==> src/rtl/pt4_pkg.sv <==
// Shared types and constants for the 4x4 point transform unit.
// No dependencies; used by pt4_ctrl, pt4_datapath and the top level.
`default_nettype none

package pt4_pkg;

   localparam int DATA_W = 32;
   localparam int FRAC_W = 16;
   localparam int PROD_W = 2 * DATA_W;
   localparam int ACC_W  = PROD_W + 2;

   localparam logic [1:0] MODE_LOAD  = 2'd0;
   localparam logic [1:0] MODE_MUL   = 2'd1;
   localparam logic [1:0] MODE_MULT  = 2'd2;
   localparam logic [1:0] MODE_RIGID = 2'd3;

   localparam logic signed [DATA_W-1:0] Q_ONE = 32'sh0001_0000;

   // controller -> datapath commands
   typedef struct packed {
      logic       load;      // write one matrix entry from the request
      logic       capture;   // latch the request vector
      logic       issue;     // start one product
      logic [1:0] a_row;     // matrix operand row
      logic [1:0] a_col;     // matrix operand column
      logic [1:0] b_idx;     // vector / temp operand index
      logic       b_from_t;  // vector operand from temp vector
      logic       first;     // first term of a sum
      logic       last;      // last term of a sum
      logic       sub;       // acc = v[dest] * 2^16 - product
      logic [1:0] dest;      // result element
      logic       dest_t;    // result goes to temp vector
      logic       publish;   // load response register
      logic       pass_w;    // out_w takes vec_w unchanged
   } dp_cmd_type;

   // datapath -> controller status
   typedef struct packed {
      logic busy;            // products still in flight
   } dp_stat_type;

endpackage

`default_nettype wire

==> src/rtl/pt4_ctrl.sv <==
// Sequencer for the 4x4 point transform: walks the row/column terms.
// Depends on pt4_pkg.
`default_nettype none

module pt4_ctrl (
   input  wire logic              clock,
   input  wire logic              reset,
   input  wire logic              req_valid,
   output logic                   req_ready,
   input  wire logic [1:0]        req_mode,
   output logic                   rsp_valid,
   input  wire logic              rsp_ready,
   output pt4_pkg::dp_cmd_type    cmd,
   input  wire pt4_pkg::dp_stat_type stat
);

   typedef enum logic [1:0] {
      S_IDLE,
      S_RUN,
      S_DRAIN,
      S_PUBLISH
   } state_type;

   state_type  state_ff, state_in;
   logic [1:0] mode_ff, mode_in;
   logic       phase_ff, phase_in;
   logic [1:0] row_ff, row_in;
   logic [1:0] col_ff, col_in;
   logic       rsp_valid_ff, rsp_valid_in;

   logic       req_xfer;
   logic [1:0] col_max;
   logic [1:0] row_max;

   assign req_ready = (state_ff == S_IDLE);
   assign rsp_valid = rsp_valid_ff;
   assign req_xfer  = req_valid && req_ready;

   always_comb begin
      // term and row bounds per mode / phase
      if (mode_ff == pt4_pkg::MODE_RIGID) begin
         col_max = phase_ff ? 2'd2 : 2'd0;
         row_max = 2'd2;
      end else begin
         col_max = 2'd3;
         row_max = 2'd3;
      end
   end

   always_comb begin
      state_in     = state_ff;
      mode_in      = mode_ff;
      phase_in     = phase_ff;
      row_in       = row_ff;
      col_in       = col_ff;
      rsp_valid_in = rsp_valid_ff && !rsp_ready;
      cmd          = '0;

      case (state_ff)
         S_IDLE: begin
            if (req_xfer) begin
               if (req_mode == pt4_pkg::MODE_LOAD) begin
                  cmd.load = 1'b1;
               end else begin
                  cmd.capture = 1'b1;
                  mode_in     = req_mode;
                  phase_in    = 1'b0;
                  row_in      = 2'd0;
                  col_in      = 2'd0;
                  state_in    = S_RUN;
               end
            end
         end
         S_RUN: begin
            cmd.issue = 1'b1;
            cmd.dest  = row_ff;
            cmd.first = (col_ff == 2'd0);
            cmd.last  = (col_ff == col_max);
            cmd.b_idx = col_ff;
            cmd.a_row = col_ff;
            cmd.a_col = row_ff;
            case (mode_ff)
               pt4_pkg::MODE_MUL: begin
                  cmd.a_row = row_ff;
                  cmd.a_col = col_ff;
               end
               pt4_pkg::MODE_RIGID: begin
                  if (!phase_ff) begin
                     // translation term: M(i,3) * w
                     cmd.a_row  = row_ff;
                     cmd.a_col  = 2'd3;
                     cmd.b_idx  = 2'd3;
                     cmd.sub    = 1'b1;
                     cmd.dest_t = 1'b1;
                  end else begin
                     cmd.b_from_t = 1'b1;
                  end
               end
               default: begin
               end
            endcase
            if (col_ff == col_max) begin
               col_in = 2'd0;
               if (row_ff == row_max) begin
                  state_in = S_DRAIN;
               end else begin
                  row_in = row_ff + 2'd1;
               end
            end else begin
               col_in = col_ff + 2'd1;
            end
         end
         S_DRAIN: begin
            if (!stat.busy) begin
               if (mode_ff == pt4_pkg::MODE_RIGID && !phase_ff) begin
                  phase_in = 1'b1;
                  row_in   = 2'd0;
                  col_in   = 2'd0;
                  state_in = S_RUN;
               end else begin
                  state_in = S_PUBLISH;
               end
            end
         end
         S_PUBLISH: begin
            if (!rsp_valid_ff || rsp_ready) begin
               cmd.publish  = 1'b1;
               cmd.pass_w   = (mode_ff == pt4_pkg::MODE_RIGID);
               rsp_valid_in = 1'b1;
               state_in     = S_IDLE;
            end
         end
         default: begin
            state_in = S_IDLE;
         end
      endcase
   end

   always_ff @(posedge clock) begin
      if (reset) begin
         state_ff     <= S_IDLE;
         mode_ff      <= pt4_pkg::MODE_LOAD;
         phase_ff     <= 1'b0;
         row_ff       <= 2'd0;
         col_ff       <= 2'd0;
         rsp_valid_ff <= 1'b0;
      end else begin
         state_ff     <= state_in;
         mode_ff      <= mode_in;
         phase_ff     <= phase_in;
         row_ff       <= row_in;
         col_ff       <= col_in;
         rsp_valid_ff <= rsp_valid_in;
      end
   end

endmodule

`default_nettype wire

==> src/rtl/pt4_datapath.sv <==
// Datapath for the 4x4 point transform: matrix store, one multiplier,
// accumulator, floor/saturate and response register. Depends on pt4_pkg.
`default_nettype none

module pt4_datapath (
   input  wire logic                                clock,
   input  wire logic                                reset,
   input  wire pt4_pkg::dp_cmd_type                 cmd,
   output pt4_pkg::dp_stat_type                     stat,
   input  wire logic [1:0]                          req_entry_row,
   input  wire logic [1:0]                          req_entry_col,
   input  wire logic signed [pt4_pkg::DATA_W-1:0]   req_entry_value,
   input  wire logic signed [pt4_pkg::DATA_W-1:0]   req_vec_x,
   input  wire logic signed [pt4_pkg::DATA_W-1:0]   req_vec_y,
   input  wire logic signed [pt4_pkg::DATA_W-1:0]   req_vec_z,
   input  wire logic signed [pt4_pkg::DATA_W-1:0]   req_vec_w,
   output logic signed [pt4_pkg::DATA_W-1:0]        rsp_out_x,
   output logic signed [pt4_pkg::DATA_W-1:0]        rsp_out_y,
   output logic signed [pt4_pkg::DATA_W-1:0]        rsp_out_z,
   output logic signed [pt4_pkg::DATA_W-1:0]        rsp_out_w
);

   localparam int DW = pt4_pkg::DATA_W;
   localparam int PW = pt4_pkg::PROD_W;
   localparam int AW = pt4_pkg::ACC_W;
   localparam int FW = pt4_pkg::FRAC_W;

   logic signed [DW-1:0] mat_ff [16];
   logic signed [DW-1:0] vec_ff [4];
   logic signed [DW-1:0] tmp_ff [3];
   logic signed [DW-1:0] res_ff [4];
   logic signed [DW-1:0] out_ff [4];

   // stage 1: product
   logic                 s1_valid_ff;
   logic                 s1_first_ff, s1_last_ff, s1_sub_ff, s1_dest_t_ff;
   logic [1:0]           s1_dest_ff;
   logic signed [PW-1:0] prod_ff;
   // stage 2: accumulate
   logic                 s2_done_ff;
   logic                 s2_dest_t_ff;
   logic [1:0]           s2_dest_ff;
   logic signed [AW-1:0] acc_ff, acc_in;

   logic signed [DW-1:0] a_op, b_op, t_sel, sat_val;
   logic signed [AW-1:0] prod_ext, v_init;

   assign stat.busy = s1_valid_ff || s2_done_ff;

   always_comb begin
      a_op = mat_ff[{cmd.a_row, cmd.a_col}];
      case (cmd.b_idx)
         2'd0:    t_sel = tmp_ff[0];
         2'd1:    t_sel = tmp_ff[1];
         2'd2:    t_sel = tmp_ff[2];
         default: t_sel = '0;
      endcase
      b_op = cmd.b_from_t ? t_sel : vec_ff[cmd.b_idx];
   end

   always_comb begin
      prod_ext = {{(AW-PW){prod_ff[PW-1]}}, prod_ff};
      v_init   = {{(AW-DW-FW){vec_ff[s1_dest_ff][DW-1]}}, vec_ff[s1_dest_ff], {FW{1'b0}}};
      if (s1_first_ff) begin
         acc_in = s1_sub_ff ? (v_init - prod_ext) : prod_ext;
      end else begin
         acc_in = acc_ff + prod_ext;
      end
   end

   // floor(acc / 2^16) fits 32 bits iff acc[AW-1:DW+FW-1] are all equal
   always_comb begin
      if ((&acc_ff[AW-1:DW+FW-1]) || !(|acc_ff[AW-1:DW+FW-1])) begin
         sat_val = acc_ff[DW+FW-1:FW];
      end else if (acc_ff[AW-1]) begin
         sat_val = {1'b1, {(DW-1){1'b0}}};
      end else begin
         sat_val = {1'b0, {(DW-1){1'b1}}};
      end
   end

   always_ff @(posedge clock) begin
      if (reset) begin
         for (int i = 0; i < 16; i++) begin
            mat_ff[i] <= ((i / 4) == (i % 4)) ? pt4_pkg::Q_ONE : '0;
         end
         s1_valid_ff <= 1'b0;
         s2_done_ff  <= 1'b0;
      end else begin
         if (cmd.load) begin
            mat_ff[{req_entry_row, req_entry_col}] <= req_entry_value;
         end
         s1_valid_ff <= cmd.issue;
         s2_done_ff  <= s1_valid_ff && s1_last_ff;
      end
   end

   always_ff @(posedge clock) begin
      if (cmd.capture) begin
         vec_ff[0] <= req_vec_x;
         vec_ff[1] <= req_vec_y;
         vec_ff[2] <= req_vec_z;
         vec_ff[3] <= req_vec_w;
      end
      if (cmd.issue) begin
         prod_ff      <= a_op * b_op;
         s1_first_ff  <= cmd.first;
         s1_last_ff   <= cmd.last;
         s1_sub_ff    <= cmd.sub;
         s1_dest_ff   <= cmd.dest;
         s1_dest_t_ff <= cmd.dest_t;
      end
      if (s1_valid_ff) begin
         acc_ff       <= acc_in;
         s2_dest_ff   <= s1_dest_ff;
         s2_dest_t_ff <= s1_dest_t_ff;
      end
      if (s2_done_ff) begin
         if (s2_dest_t_ff) begin
            case (s2_dest_ff)
               2'd0:    tmp_ff[0] <= sat_val;
               2'd1:    tmp_ff[1] <= sat_val;
               default: tmp_ff[2] <= sat_val;
            endcase
         end else begin
            res_ff[s2_dest_ff] <= sat_val;
         end
      end
      if (cmd.publish) begin
         out_ff[0] <= res_ff[0];
         out_ff[1] <= res_ff[1];
         out_ff[2] <= res_ff[2];
         out_ff[3] <= cmd.pass_w ? vec_ff[3] : res_ff[3];
      end
   end

   assign rsp_out_x = out_ff[0];
   assign rsp_out_y = out_ff[1];
   assign rsp_out_z = out_ff[2];
   assign rsp_out_w = out_ff[3];

endmodule

`default_nettype wire

==> src/rtl/point_transform_4x4_unit.sv <==
// Top level of the 4x4 homogeneous point transform unit.
// Depends on pt4_pkg, pt4_ctrl and pt4_datapath.
//
//   channel  | dir | handshake            | payload
//   ---------+-----+----------------------+----------------------------------------
//   req_     | in  | req_valid/req_ready  | mode, entry_row/col/value, vec_x..vec_w
//   rsp_     | out | rsp_valid/rsp_ready  | out_x, out_y, out_z, out_w
//
// A load transfer writes one matrix entry in its accept cycle; the unit is
// ready again the next cycle. Multiply and transposed multiply issue 16
// products on the single 32x32 multiplier, then drain the pipeline and load
// the response register before the next request is taken. Rigid inverse
// issues 3 + 9 products with two drains. Synchronous active-high reset
// loads the identity matrix and empties the response register. A stalled
// response holds in its own register, so the next request transfer is
// taken while it waits.
`default_nettype none

module point_transform_4x4_unit (
   input  wire logic                              clock,
   input  wire logic                              reset,
   input  wire logic                              req_valid,
   output logic                                   req_ready,
   input  wire logic [1:0]                        req_mode,
   input  wire logic [1:0]                        req_entry_row,
   input  wire logic [1:0]                        req_entry_col,
   input  wire logic signed [pt4_pkg::DATA_W-1:0] req_entry_value,
   input  wire logic signed [pt4_pkg::DATA_W-1:0] req_vec_x,
   input  wire logic signed [pt4_pkg::DATA_W-1:0] req_vec_y,
   input  wire logic signed [pt4_pkg::DATA_W-1:0] req_vec_z,
   input  wire logic signed [pt4_pkg::DATA_W-1:0] req_vec_w,
   output logic                                   rsp_valid,
   input  wire logic                              rsp_ready,
   output logic signed [pt4_pkg::DATA_W-1:0]      rsp_out_x,
   output logic signed [pt4_pkg::DATA_W-1:0]      rsp_out_y,
   output logic signed [pt4_pkg::DATA_W-1:0]      rsp_out_z,
   output logic signed [pt4_pkg::DATA_W-1:0]      rsp_out_w
);

   pt4_pkg::dp_cmd_type  cmd;
   pt4_pkg::dp_stat_type stat;

   // sequencer: counts rows/terms and hands out one product per cycle in its run state
   pt4_ctrl u_ctrl (
      .clock     (clock),
      .reset     (reset),
      .req_valid (req_valid),
      .req_ready (req_ready),
      .req_mode  (req_mode),
      .rsp_valid (rsp_valid),
      .rsp_ready (rsp_ready),
      .cmd       (cmd),
      .stat      (stat)
   );

   // matrix store, multiplier, accumulator, floor/saturate, response regs
   pt4_datapath u_datapath (
      .clock           (clock),
      .reset           (reset),
      .cmd             (cmd),
      .stat            (stat),
      .req_entry_row   (req_entry_row),
      .req_entry_col   (req_entry_col),
      .req_entry_value (req_entry_value),
      .req_vec_x       (req_vec_x),
      .req_vec_y       (req_vec_y),
      .req_vec_z       (req_vec_z),
      .req_vec_w       (req_vec_w),
      .rsp_out_x       (rsp_out_x),
      .rsp_out_y       (rsp_out_y),
      .rsp_out_z       (rsp_out_z),
      .rsp_out_w       (rsp_out_w)
   );

`ifndef SYNTHESIS
   // a load transfer never blocks the request side
   a_load_keeps_ready: assert property (@(posedge clock) disable iff (reset)
      (req_valid && req_ready && req_mode == pt4_pkg::MODE_LOAD) |=> req_ready)
      else $error("ready dropped after a load transfer");

   // a transform transfer starts work, so the request side closes
   a_xform_busy: assert property (@(posedge clock) disable iff (reset)
      (req_valid && req_ready && req_mode != pt4_pkg::MODE_LOAD) |=> !req_ready)
      else $error("ready held after a transform transfer");

   // a response only appears at the end of a transform
   a_rsp_after_work: assert property (@(posedge clock) disable iff (reset)
      $rose(rsp_valid) |-> $past(!req_ready))
      else $error("response raised while idle");
`endif

endmodule

`default_nettype wire

==> config.mk <==
export PLATFORM = sky130hd
export DESIGN_NAME = point_transform_4x4_unit
export DESIGN_NICKNAME = d
export VERILOG_FILES = /design/src/rtl/pt4_pkg.sv /design/src/rtl/pt4_ctrl.sv /design/src/rtl/pt4_datapath.sv /design/src/rtl/point_transform_4x4_unit.sv
export SDC_FILE = /design/constraint.sdc
export NUM_CORES = 2
export LEC_CHECK = 0
export BUFFER_PORTS_ARGS = -buffer_cell sky130_fd_sc_hd__buf_2
export CAP_MARGIN = 10
export CORE_ASPECT_RATIO = 1.4
export CORE_MARGIN = 8
export CORE_UTILIZATION = 37
export DETAILED_ROUTE_END_ITERATION = 12
export HOLD_SLACK_MARGIN = 0.12
export PLACE_DENSITY_LB_ADDON = 0.25
export SYNTH_ARGS = -nofsm -noshare
export SYNTH_HDL_FRONTEND = slang
export SYNTH_SLANG_ARGS = --single-unit
==> constraint.sdc <==
create_clock -name clock -period 14.9 [get_ports clock]
set_input_delay 0.745 -clock clock [delete_from_list [all_inputs] [get_ports clock]]
set_output_delay 0.745 -clock clock [all_outputs]
set_load 0.05 [all_outputs]
==> flow_summary.toml <==
[placement]
placed_cell_area_mm2 = 0.0943
hpwl_um = 222000
io_buffers = 299
gp_congestion = 0.974
pre_cts_slack_ns = 2.16

[setup_path]
r2r_start = "u_ctrl.state_ff[1]"
reg2reg_depth = 29
end_kind = "flop"
cp_slowest_cell = "nor4_1"
cpPeakStageDelay_ns = 0.90
cp.required_ns = 15.44
path_common_cell = "fa_1"
r2r-end = "u_datapath.prod_ff[63]"
r2r_setup_slack_ns = 2.13
cp-start-kind = "flop"
crit_type = "reg2reg"
cp.arrival_ns = 13.31
crit_path_max_fanout = 78

[final_layout]
fillers = 22600
layout.nets = 9468
final_common_cell = "edfxtp_1"
drive_above_1_share_pct = 12.4
final_cell_mix = "1130 x edfxtp_1, 1083 x fa_1, 1052 x inv_1, 654 x nand2_1, 627 x nor2_1"
syn2layout_area_growth_pct = 11.9
final_area_mm2 = 0.0995

[cts]
tritoncts = "done"
cts.hold.buffers_added = 128
cts_setup_buffers = 0
cts_root_buf = "clkbuf_16"
numCtsBuffers = 121
cts_max_path_buffers = 3
clk_latency_ns = 0.87
cts.sinks = 1144
h-tree-depth = 3
cts.repair.resized = 0
clkSlewWorstSetupHoldPaths_ns = 0.06

[yosys]
synth_top_flop_cell = "edfxtp_1"
synth.net_count = 9177
ys_types = 89
synthXorXnorAreaFrac_pct = 1.78
syn-mean-instance-area_um2 = 11.7
synthAdderAreaFrac_pct = 28.6
synth-edff-count = 1130
yosysTopAreaCellShare_pct = 38.2
syn-instance-count = 7625
synthArstFlopShare_pct = 0
synth_top_family_by_area = "adder cells"
synth_area_mm2 = 0.0889
yosysSeqAreaShare_pct = 38.5
synth_seq_cells = 1144
yosys.area.top_type = "edfxtp_1"
yosysWarnings = 0
synthSimpleGateAreaFrac_pct = 11.9
synth_compound_gate_area_share_pct = 6.71
synth.area.mux_share_pct = 6.17
synth_area_leaders = "edfxtp_1 38%, fa_1 24%, inv_1 4.4%"

[grt]
grt_pass1_vias = 65800
antenna_found_initial = 20
grt_max_degree = 84
grt_pass1_wl_um = 445000
grt-ovfl-total = 0
grtUsageTotal_pct = 23.5

[die]
row_count = 213
fp.dieH_um = 596
start_util_pct = 37.1
io_pins = 300
die_x_um = 430
die_area_mm2 = 0.256
coreArea_mm2 = 0.240

[sta]
worst_slack_ns = 2.13
fin_hold_ws_ns = 0.251
fin_skew_ns = 0.122
rsz0062_at_grt = "no"
hold_viol_final = 0
fin_tns_setup_ns = 0
finalCritPeriodShare_pct = 85.7
worst_pin_slew_ns = 1.19
max_freq_ghz = 0.0783
drv_slew = 0
finalSetupViolCount = 0
period_needed_ns = 12.77
maxSlewHeadroom_pct = 20.9

[drt]
vias = 60800
viasPerCell = 5.46
wire_per_inst_um = 27.5
drt-initial-drc-count = 5643
ant_nets = 0
wl_um = 306000
drc = 0
first_pass_iters = 7

[hold_path]
hold_depth = 3
min_to = "u_ctrl.mode_ff[1]"
hp-start = "req_mode[1]"
holdCritPathClass = "in2reg"

[job]
maxCapViolations = 0

[run_status]
status = "finished clean"
[worst max-delay path by stage]
stage	start	endpoint	slack, ns	depth (start not counted)
2_1_floorplan	u_ctrl.state_ff[1]	u_datapath.prod_ff[63]	3.45	33
3_3_place_gp	u_ctrl.state_ff[1]	u_datapath.prod_ff[63]	2.43	30
3_5_place_dp	u_ctrl.state_ff[1]	u_datapath.prod_ff[63]	2.16	30
4_1_cts	u_ctrl.state_ff[1]	u_datapath.prod_ff[63]	2.18	30
5_1_grt	u_ctrl.state_ff[1]	u_datapath.prod_ff[63]	1.49	29
6_report	u_ctrl.state_ff[1]	u_datapath.prod_ff[63]	2.13	29
[stage by stage]
stage	cells	util, %
after floorplan	7625	-
after global placement	10800	39.3
after detailed placement	10800	39.3
after CTS	11100	41.5
after global routing	11100	41.5
final	11100	41.5
[critical path: cells and delay by family, from the launching register on]
kind,cells,cell delay [ns]
buffers and inverters,5,1.60
flip-flops,1,0.51
XOR/XNOR,1,0.15
AND/OR/NAND/NOR,8,3.12
adder cells (fa/ha/maj),9,4.57
AO/OA/AOI/OAI,3,0.42
multiplexers,3,1.73
[synthesized netlist by cell type (8+ instances only)]
master    count
xor2_1       75
dfxtp_1      14
a31oi_1      23
o41ai_1       8
nor2_1      657
or2_2        37
o211ai_1     27
edfxtp_1   1130
o21bai_1     39
buf_4        13
nor4_1       14
fa_1       1083
nand4_1      35
a211o_1      13
mux2i_1     114
or3_1        33
nand3_1      42
nand2b_1     68
a41oi_1       8
xnor2_1     106
mux2_2       66
o22ai_1      64
buf_2        88
a211oi_1     26
inv_1      1053
o221ai_1      8
a21oi_1     233
and3_1       30
nand2_1     654
a222oi_1     31
and2_1      546
a21boi_0      8
mux4_2      160
buf_1        20
o21ai_1      19
o31ai_1      16
nor3_1       40
o21ai_0     137
clkbuf_1    279
o21a_1       38
ha_1        299
a21o_1      131
nor2b_1      41
[sequential cells by signal, indices dropped and copies added (netlist names), 64 cells and up, named ones only]
register and flops:
u_datapath.vec_ff 128, u_datapath.out_ff 128, u_datapath.res_ff 128, u_datapath.acc_ff 66, u_datapath.prod_ff 64, u_datapath.tmp_ff 96, u_datapath.mat_ff 512
[layout make-up]
| cell class | count | area (um^2) | share of cell area (%) |
|---|---|---|---|
| multi-input combinational | 5023 | 49600 | 49.9 |
| sequential | 1144 | 34200 | 34.4 |
| inverter | 1055 | 3960 | 3.98 |
| tap | 3117 | 3900 | 3.92 |
| timing repair buffer | 571 | 3900 | 3.92 |
| clock buffer | 145 | 3130 | 3.14 |
| clock inverter | 77 | 722 | 0.726 |
| antenna | 9 | 22.5 | 0.0226 |
[logic make-up after synthesis]
family                   Yosys count
flip-flops                      1144
adder cells (fa/ha/maj)         1382
AO/OA/AOI/OAI                    898
multiplexers                     340
AND/OR/NAND/NOR                 2222
XOR/XNOR                         181
buffers and inverters           1458
[metal layers]
layer | vias up | GRT usage, % | share of wire (%)
li1 | 26000 | - | -
met1 | 31500 | 26.5 | 36
met2 | 2551 | 41.4 | 50
met3 | 847 | 3.76 | 6.2
met4 | 6 | 14.6 | 7.5
met5 | - | 0 | 0.014
Power is left out: the tool's default activity adds up to more than one toggle a clock period on the data nets, which glitch-free logic cannot reach.
